===== config.mk =====
export PLATFORM = sky130hd
export DESIGN_NAME = quantized_code_inner_product
export DESIGN_NICKNAME = d
export VERILOG_FILES = /design/src/rtl/qcip_pkg.sv /design/src/rtl/qcip_lane.sv /design/src/rtl/qcip_merge.sv /design/src/rtl/qcip_accum.sv /design/src/rtl/quantized_code_inner_product.sv
export SDC_FILE = /design/constraint.sdc
export NUM_CORES = 2
export LEC_CHECK = 0
export BUFFER_PORTS_ARGS = -buffer_cell sky130_fd_sc_hd__buf_2
export CORE_MARGIN = 4
export CORE_UTILIZATION = 59
export DETAILED_ROUTE_END_ITERATION = 10
export PLACE_DENSITY = 0.81
export SYNTH_ARGS = -nofsm -noshare
export SYNTH_HDL_FRONTEND = slang
export SYNTH_HIERARCHICAL = 1
export SYNTH_SLANG_ARGS = --single-unit

===== constraint.sdc =====
create_clock -name clk -period 7.9 [get_ports clk]
set_input_delay 1.185 -clock clk [delete_from_list [all_inputs] [get_ports clk]]
set_output_delay 1.185 -clock clk [all_outputs]
set_load 0.01 [all_outputs]

===== src/rtl/qcip_pkg.sv =====
// ----------------------------------------------------------------------------
// Quantized code inner product package
// Shared widths, request types and control structs for the lanes, the merge
// stage and the saturating accumulator.
// ----------------------------------------------------------------------------
package qcip_pkg;

  localparam int QUERY_BITS         = 16;
  localparam int CENTROID_BITS      = 16;
  localparam int SUM_BITS           = 48;
  localparam int CODE_BITS          = 4;
  localparam int NUM_CENTROIDS      = 16;
  localparam int BANK_COUNT         = 4;
  localparam int BANK_IDX_BITS      = 2;
  localparam int BANK_BITS          = 64;
  localparam int SLOT_BITS          = 16;
  localparam int SLOTS_PER_BANK     = 4;
  localparam int SLOT_IDX_BITS      = 2;
  localparam int CFG_INDEX_BITS     = 8;

  typedef struct packed {
    logic [7:0]                   code_pair;
    logic signed [QUERY_BITS-1:0] query_even;
    logic signed [QUERY_BITS-1:0] query_odd;
    logic                         odd_present;
    logic                         last_pair;
  } query_req_t;

  typedef struct packed {
    logic signed [SUM_BITS-1:0] dot_total;
    logic                       saturated;
  } result_req_t;

  typedef struct packed {
    logic                     we;
    logic [BANK_IDX_BITS-1:0] bank;
    logic [BANK_BITS-1:0]     data;
  } lane_cfg_t;

  typedef struct packed {
    logic consume;
    logic last;
  } accum_ctrl_t;

endpackage


===== src/rtl/qcip_lane.sv =====
// ----------------------------------------------------------------------------
// Quantized code inner product lane
// Holds a private copy of the centroid table, looks up the centroid for one
// code and registers the exact product with the query value.
// ----------------------------------------------------------------------------
module qcip_lane #(
  parameter int CENTROID_BITS = qcip_pkg::CENTROID_BITS,
  localparam int CW = (CENTROID_BITS > qcip_pkg::SLOT_BITS) ?
                      qcip_pkg::SLOT_BITS : CENTROID_BITS,
  localparam int PW = qcip_pkg::QUERY_BITS + CW
) (
  input  logic                                 clk,
  input  logic                                 rst,
  input  qcip_pkg::lane_cfg_t                  cfg,
  input  logic                                 load,
  input  logic [qcip_pkg::CODE_BITS-1:0]       code,
  input  logic signed [qcip_pkg::QUERY_BITS-1:0] query_value,
  input  logic                                 use_code,
  output logic signed [PW-1:0]                 product
);

  logic signed [CW-1:0] cent [qcip_pkg::NUM_CENTROIDS];
  logic signed [PW-1:0] qx;
  logic signed [PW-1:0] cx;
  logic signed [PW-1:0] mult;

  always_ff @(posedge clk) begin
    if (rst) begin
      for (int i = 0; i < qcip_pkg::NUM_CENTROIDS; i++) begin
        cent[i] <= '0;
      end
    end else if (cfg.we) begin
      for (int j = 0; j < qcip_pkg::SLOTS_PER_BANK; j++) begin
        cent[{cfg.bank, qcip_pkg::SLOT_IDX_BITS'(j)}] <=
          cfg.data[qcip_pkg::SLOT_BITS*j +: CW];
      end
    end
  end

  assign qx   = PW'(query_value);
  assign cx   = PW'(cent[code]);
  assign mult = qx * cx;

  always_ff @(posedge clk) begin
    if (load) begin
      product <= use_code ? mult : '0;
    end
  end

endmodule


===== src/rtl/qcip_merge.sv =====
// ----------------------------------------------------------------------------
// Quantized code inner product merge stage
// Adds the products of the even and odd lanes exactly and registers the sum.
// ----------------------------------------------------------------------------
module qcip_merge #(
  parameter int PW = qcip_pkg::QUERY_BITS + qcip_pkg::SLOT_BITS
) (
  input  logic                clk,
  input  logic                load,
  input  logic signed [PW-1:0] prod_even,
  input  logic signed [PW-1:0] prod_odd,
  output logic signed [PW:0]   pair_sum
);

  always_ff @(posedge clk) begin
    if (load) begin
      pair_sum <= (PW+1)'(prod_even) + (PW+1)'(prod_odd);
    end
  end

endmodule


===== src/rtl/qcip_accum.sv =====
// ----------------------------------------------------------------------------
// Quantized code inner product accumulator
// Saturating running sum with a sticky clip flag and the result register.
// ----------------------------------------------------------------------------
module qcip_accum #(
  parameter int PAIR_W = qcip_pkg::QUERY_BITS + qcip_pkg::SLOT_BITS + 1
) (
  input  logic                    clk,
  input  logic                    rst,
  input  qcip_pkg::accum_ctrl_t   ctrl,
  input  logic signed [PAIR_W-1:0] pair_sum,
  input  logic                    result_stall,
  output logic                    result_valid,
  output qcip_pkg::result_req_t   result
);

  localparam int S = qcip_pkg::SUM_BITS;
  localparam logic signed [S-1:0] SUM_MAX = {1'b0, {(S-1){1'b1}}};
  localparam logic signed [S-1:0] SUM_MIN = {1'b1, {(S-1){1'b0}}};

  logic signed [S-1:0] running_sum;
  logic                clip_seen;
  logic signed [S:0]   total;
  logic                clip;
  logic signed [S-1:0] sat_sum;
  logic                result_valid_next;

  assign total = (S+1)'(running_sum) + (S+1)'(pair_sum);
  assign clip  = total[S] ^ total[S-1];

  always_comb begin
    if (clip) begin
      sat_sum = total[S] ? SUM_MIN : SUM_MAX;
    end else begin
      sat_sum = total[S-1:0];
    end
  end

  assign result_valid_next = (result_valid && result_stall) || (ctrl.consume && ctrl.last);

  always_ff @(posedge clk) begin
    if (rst) begin
      running_sum  <= '0;
      clip_seen    <= 1'b0;
      result_valid <= 1'b0;
    end else begin
      result_valid <= result_valid_next;
      if (ctrl.consume) begin
        if (ctrl.last) begin
          running_sum <= '0;
          clip_seen   <= 1'b0;
        end else begin
          running_sum <= sat_sum;
          clip_seen   <= clip_seen | clip;
        end
      end
    end
  end

  always_ff @(posedge clk) begin
    if (ctrl.consume && ctrl.last) begin
      result.dot_total <= sat_sum;
      result.saturated <= clip_seen | clip;
    end
  end

endmodule


===== src/rtl/quantized_code_inner_product.sv =====
// ----------------------------------------------------------------------------
// Quantized code inner product
// Four-bit product-quantization lookup with a saturating fixed-point
// inner product accumulator.
// ----------------------------------------------------------------------------
// Each request carries one byte of two centroid codes and their two query
// values, and the block accepts one request every cycle unless stalled. Two
// lanes, one for the even and one for the odd coordinate, each look up a
// centroid in a private copy of the table and register its product; a merge
// stage adds the two products, and the accumulator adds that sum to the
// running total with saturation. The result passes the lane product, merge
// and result registers; the single accumulator add with its clamp is the
// loop that sets the one-request-per-cycle rate. A held result does not stop
// the pipeline until a second last request reaches the accumulator.
// Configuration writes are always taken; they must only occur while idle.
module quantized_code_inner_product #(
  parameter int CENTROID_BITS = qcip_pkg::CENTROID_BITS
) (
  input  logic                                clk,
  input  logic                                rst,
  input  logic                                query_valid,
  output logic                                query_stall,
  input  qcip_pkg::query_req_t                query,
  output logic                                result_valid,
  input  logic                                result_stall,
  output qcip_pkg::result_req_t               result,
  input  logic                                cfg_valid,
  output logic                                cfg_ready,
  input  logic [qcip_pkg::CFG_INDEX_BITS-1:0] cfg_index,
  input  logic [qcip_pkg::BANK_BITS-1:0]      cfg_data
);

  localparam int CW = (CENTROID_BITS > qcip_pkg::SLOT_BITS) ?
                      qcip_pkg::SLOT_BITS : CENTROID_BITS;
  localparam int PW = qcip_pkg::QUERY_BITS + CW;

  qcip_pkg::lane_cfg_t   lane_cfg;
  qcip_pkg::accum_ctrl_t acc_ctrl;

  logic                 v1;
  logic                 last1;
  logic                 v2;
  logic                 last2;
  logic                 load1;
  logic                 ready2;
  logic signed [PW-1:0] prod_even;
  logic signed [PW-1:0] prod_odd;
  logic signed [PW:0]   pair_sum;

  assign cfg_ready     = 1'b1;
  assign lane_cfg.we   = cfg_valid &&
                         (cfg_index < qcip_pkg::CFG_INDEX_BITS'(qcip_pkg::BANK_COUNT));
  assign lane_cfg.bank = cfg_index[qcip_pkg::BANK_IDX_BITS-1:0];
  assign lane_cfg.data = cfg_data;

  assign acc_ctrl.consume = v2 && (!last2 || !result_valid || !result_stall);
  assign acc_ctrl.last    = last2;
  assign ready2           = !v2 || acc_ctrl.consume;
  assign query_stall      = v1 && !ready2;
  assign load1            = !query_stall;

  always_ff @(posedge clk) begin
    if (rst) begin
      v1 <= 1'b0;
      v2 <= 1'b0;
    end else begin
      if (load1) begin
        v1 <= query_valid;
      end
      if (ready2) begin
        v2 <= v1;
      end
    end
  end

  always_ff @(posedge clk) begin
    if (load1) begin
      last1 <= query.last_pair;
    end
    if (ready2) begin
      last2 <= last1;
    end
  end

  qcip_lane #(
    .CENTROID_BITS(CENTROID_BITS)
  ) u_lane_even (
    .clk        (clk),
    .rst        (rst),
    .cfg        (lane_cfg),
    .load       (load1),
    .code       (query.code_pair[7:4]),
    .query_value(query.query_even),
    .use_code   (1'b1),
    .product    (prod_even)
  );

  qcip_lane #(
    .CENTROID_BITS(CENTROID_BITS)
  ) u_lane_odd (
    .clk        (clk),
    .rst        (rst),
    .cfg        (lane_cfg),
    .load       (load1),
    .code       (query.code_pair[3:0]),
    .query_value(query.query_odd),
    .use_code   (query.odd_present),
    .product    (prod_odd)
  );

  qcip_merge #(
    .PW(PW)
  ) u_merge (
    .clk      (clk),
    .load     (ready2),
    .prod_even(prod_even),
    .prod_odd (prod_odd),
    .pair_sum (pair_sum)
  );

  qcip_accum #(
    .PAIR_W(PW + 1)
  ) u_accum (
    .clk         (clk),
    .rst         (rst),
    .ctrl        (acc_ctrl),
    .pair_sum    (pair_sum),
    .result_stall(result_stall),
    .result_valid(result_valid),
    .result      (result)
  );

  a_result_from_last: assert property (@(posedge clk) disable iff (rst)
    $rose(result_valid) |-> $past(acc_ctrl.consume && acc_ctrl.last))
    else $error("result raised without a last request in the accumulator");

  a_stage2_holds: assert property (@(posedge clk) disable iff (rst)
    (v2 && !acc_ctrl.consume) |=> v2)
    else $error("request dropped from the merge stage");

  a_accept_fills: assert property (@(posedge clk) disable iff (rst)
    (query_valid && !query_stall) |=> v1)
    else $error("accepted request not held in the lane stage");

endmodule

* Yosys cells after proc, flatten, opt, wreduce, memory -nomap -nowiden
Memory sizes are Yosys's and may differ from the RTL's.
Cells that the tools add are included.
** Word-level totals
- Flip-flop bits (word level) :: 200
- Bits in writable memories :: 512
- Input port bits :: 119
- Word-level logic and storage cells :: 76
- Memories kept :: 2
** Operators by class
- Add/sub/neg operators :: 2
- Multipliers :: 2
- $lt $le $gt $ge :: 1
- Multiplexer cells :: 33
- Bitwise gates (word level) :: 2
- Reduce and logical (&&, ||, !) cells :: 22
** Memory list
- u_lane_even.cent :: depth 16, width 16, read ports 1, clocked after memory_dff 0, wr ports 16, line qcip_lane.sv:22 : logic signed [CW-1:0] cent [qcip_pkg::NUM_CENTROIDS];
- u_lane_odd.cent :: depth 16, width 16, read ports 1, clocked after memory_dff 0, wr ports 16, line qcip_lane.sv:22
** Operators by type and width (number)
- 48-bit 2-to-1 mux :: 3
- 16-bit 2-to-1 mux :: 8
- 16-bit OR reduction :: 8
- 16-bit by 16-bit multiplier with 32-bit output :: 2
- 48-bit by 33-bit adder with 49-bit output :: 1
- 32-bit by 32-bit adder with 33-bit output :: 1
- 4-bit 2-to-1 mux :: 8
- 1-bit 2-to-1 mux :: 14
- 8-bit by 3-bit less-than comparator with 1-bit output (second input constant) :: 1
- 1-bit logical AND :: 5
- 1-bit logical NOT :: 5
- 1-bit logical OR :: 4
- 1-bit bitwise OR :: 1
- 1-bit XOR :: 1

* Longest topological paths before layout
- Depth in word-level cells :: 7
- Gate-level depth with buffers :: 27
- Mapped depth without buffers :: 23

* Modules after synthesis
The synthesis kept the hierarchy.
** By module, submodules not included
- qcip_lane (u_lane_even) :: times used 1, cells each 1812, area an instance 22615.4 um^2, sequential area each 8648.3 um^2
- qcip_lane (u_lane_odd) :: times used 1, cells each 1815, area an instance 22520.3 um^2, sequential area each 8648.3 um^2
- qcip_accum :: times used 1, cells each 731, area an instance 6339.8 um^2, sequential area each 2472.4 um^2
- qcip_merge :: times used 1, cells each 253, area an instance 2653.8 um^2, sequential area each 991.0 um^2
- quantized_code_inner_product :: times used 1, cells each 18, area an instance 188.9 um^2, sequential area each 100.1 um^2

* Least setup slack after synthesis
Ideal clock, no wire load.
- Path type :: input port to flip-flop
- Start :: input port query[39] (netlist name)
- End :: register u_lane_even.product[30], data pin
- Library setup time :: 0.255 ns
- Arrival :: 7.907 ns
- Data required time :: 7.645 ns
- Path slack :: -0.262 ns
- Stages on the path :: 25
- Path through :: buf_2 buf_2 buf_1 mux4_2 mux2_2 o21ai_2 buf_4 nor2_1 fa_1 fa_1 fa_1 fa_1 fa_1 inv_1 fa_1 inv_1 ha_1 clkbuf_1 nand3_1 or2_2 or2_2 o22ai_1 o41ai_1 xnor2_1 and2_1
** Between the ends
- Cells in the longest elaborated chain, start to end :: 2
** RTL lines
- start: declaration :: line quantized_code_inner_product.sv:23 : input qcip_pkg::query_req_t query,
- memory read 16 x 16 bit
- 16-bit by 16-bit multiplier with 32-bit output :: line qcip_lane.sv:42 : assign mult = qx * cx;
- end signal: assignment :: line qcip_lane.sv:46 : product <= use_code ? mult : '0;
- end: declaration :: line qcip_lane.sv:19 : output logic signed [PW-1:0] product
Every way passes these cells.
A chain may end at the register's enable or synchronous reset.

* Worst setup path after layout
- Start :: input port query[38] (netlist name)
- End :: register u_lane_even.product[31], data pin
The elaborated chain is that of the path after synthesis.

==> impl_results.md <==
* Core ar. at 91500 um^2
* CTS tree: done
* Critical Path RT at approximately 8.3 ns
* H-tree lvl count at 3
* Clock-pin slew on the worst setup and hold paths at 0.06 ns
* Min Hold Slack at 0.439 ns
* Share of the synthesized area in the top cell type at 36.5%
* Unrepaired setup endpoints after global routing: true
* Status: finished, final reports clean
* Register bit total from synthesis at 712
* Area delta synth->final at 11.5%
* Area contributors post-synth: edfxtp_1 (36%), fa_1 (19%), and2_1 (9.2%)
* Clk_skew at 0.0371 ns
* Top delay family on crit path: adder cells
* Boundary Pins at 171
* Max stage delay on crit path at 0.59 ns
* Cell taking the most area after synthesis: edfxtp_1
* Min Tclk post-route at 7.75 ns
* Most common cell on crit path: fa_1
* Seq/Total Area, Yosys at 38.4%
* Hold Fails Final Rpt at 0
* Worst-margin pin slew at 1.17 ns
* Fmax at ~130 MHz
* Rows at 111
* Final WL at 130000 um
* IO buf count at approximately 170
* GP Congestion at 0.922
* Final period util at 98.1%
* Synth cell types at 93
* Worst r2r src: u_lane_even/cent[9][6]
* Worst Hold Path EP: last2
* Worst-Skew Late Latency at 0.66 ns
* Post-Synthesis Cells at 4629
* Die height at 311 um
* First-pass iteration count of the detailed router at 5
* Min-delay worst type: reg -> reg
* Hold Crit Start: last1
* Routed vias/inst at 5.85
* Mapped cell area at 54300 um^2
* Slew Limit Fails at 0
* Routed Antenna Nets at 0
* Synth top cells by count: and2_1 (799), edfxtp_1 (660), inv_1 (604)
* Sink Count at 712
* Finished Core Util at 66.2%
* Most numerous cell in the Yosys netlist: and2_1
* Largest net degree at the start of global routing at 66
* Layout cell share with drive strength beyond 1 at 15.6%
* Initial antenna violation count at 16
* EDFF count, synth at 660
* DP HPWL at 94600 um
* Die area at around 97000 um^2
* Hold Crit Depth at 0
* Routed vias at about 36000
* Root buf cell: clkbuf_16
* Die X at 311 um
* Iteration-0 DRC Markers at 2915
* Flop2flop setup slack at 0.71 ns
* Fin nets at between 5000 and 6000
* CTS max path bufs at 3
* Worst-case reg-to-reg path depth at 23
* GRT overflow at 0
* Drt drc at 0
* Hold buffers post-CTS at 0
* DR WL/cell at 21.0 um
* GR Util All Layers at 26.7%
* Syn Area/Cell at 11.7 um^2
* CTS buffer count at 73
* Crit path kind: in -> reg
* Maxcap violations at 0
* Crit. End Element: register
* Relative slew slack at 21.8%
* First-pass GRT wire length at a little over 200000 um
* Vias in the first global route at between 30000 and 40000
* Initial core utilization at 59.3%
* CP Data Arrival Time at between 8 and 9 ns
* Main flop type after synthesis: edfxtp_1
* Startpoint Class: primary input
* Synth warn at 6
* Critical-path maximum fanout at 14
* Slowest CP cell: mux4_2
* Final setup viols at 0
* Reg-to-reg endpoint: u_lane_even/product[28]
* CP Buf/Inv Count at 8
* Synth async-reset ratio at 0%
[cell families (layout without fill, tap and decap cells)]
family | count (synthesis) | after routing | share of synthesized area, %
compound gates | 473 | 473 | 5.57
other cells | 1 | 14 | 0.00690
simple gates | 1542 | 1542 | 15.5
buf+inv | 816 | 1183 | 6.10
xor+xnor | 123 | 123 | 1.98
flops | 712 | 712 | 38.4
mux | 174 | 176 | 7.09
fa+ha+maj | 788 | 788 | 25.3
[per-stage QoR]
step / worst slack, ns / TNS [ns] / cell area, um^2 / std cells
floorplan: -0.0218 / -0.0218 / 54400 / 4632
detailed placement: -0.522 / -10.91 / 57900 / 6034
global route: -0.0256 / -0.0539 / 60500 / 6191
CTS: 0.160 / 0 / 60300 / 6167
finish: 0.151 / 0 / 60600 / 6197
global placement: -0.354 / -6.25 / 57900 / 6034
[how the worst max path moves through the flow]
stage,startpoint,endpoint,cells past startpoint,slack [ns]
floorplan,query[38],u_lane_even/product[30],25,-0.02
global placement,query[38],u_lane_even/product[30],20,-0.35
detailed placement,query[38],u_lane_even/product[28],25,-0.52
CTS,query[38],u_lane_even/product[28],25,0.16
global route,query[38],u_lane_even/product[28],25,-0.03
finish,query[38],u_lane_even/product[31],25,0.15
[layout make-up]
type / count / area (um^2)
Fill cell: 6419 / 31000
Multi-Input combinational cell: 3106 / 30400
Sequential cell: 712 / 20900
Timing Repair Buffer: 446 / 3190
Inverter: 604 / 2270
Clock buffer: 97 / 1930
Tap cell: 1186 / 1480
Clock inverter: 36 / 415
Antenna cell: 10 / 25.0
[per-layer routing]
metal	vias up	wire (um)	track usage, %
li1	16100	-	-
met1	18300	49000	33.1
met2	1475	66500	46.8
met3	321	9090	4.34
met4	10	5640	11.5
met5	-	69	0
[what timing repair did]
action / CTS / global route
resized for setup: 0 / 17
endpoints found under the setup margin: 0 / 11
endpoints found under the hold margin: 0 / 0
buffers inserted: 0 / 18
[cells in the final DEF (no fill, tap or decap), drive strengths merged, types with 121 or more instances in the layout]
cell type	n
a21oi	154
nor2	166
buf	446
mux4	160
fa	526
edfxtp	660
inv	609
and2	826
nand2	342
o21ai	121
ha	244
[flip-flops by register name (all words and copies together) (netlist names)]
signal and cells:
u_merge/pair_sum 33, last2 1, u_lane_odd/product 32, v2 1, u_accum/clip_seen 1, u_lane_even/product 32, last1 1, v1 1
u_lane_odd/cent 256, u_lane_even/cent 256, u_accum/result 49, u_accum/running_sum 48, u_accum/result_valid 1
Power is not shown: default switching activity piles up to over one toggle a cycle in this logic, so the estimate is an artifact.
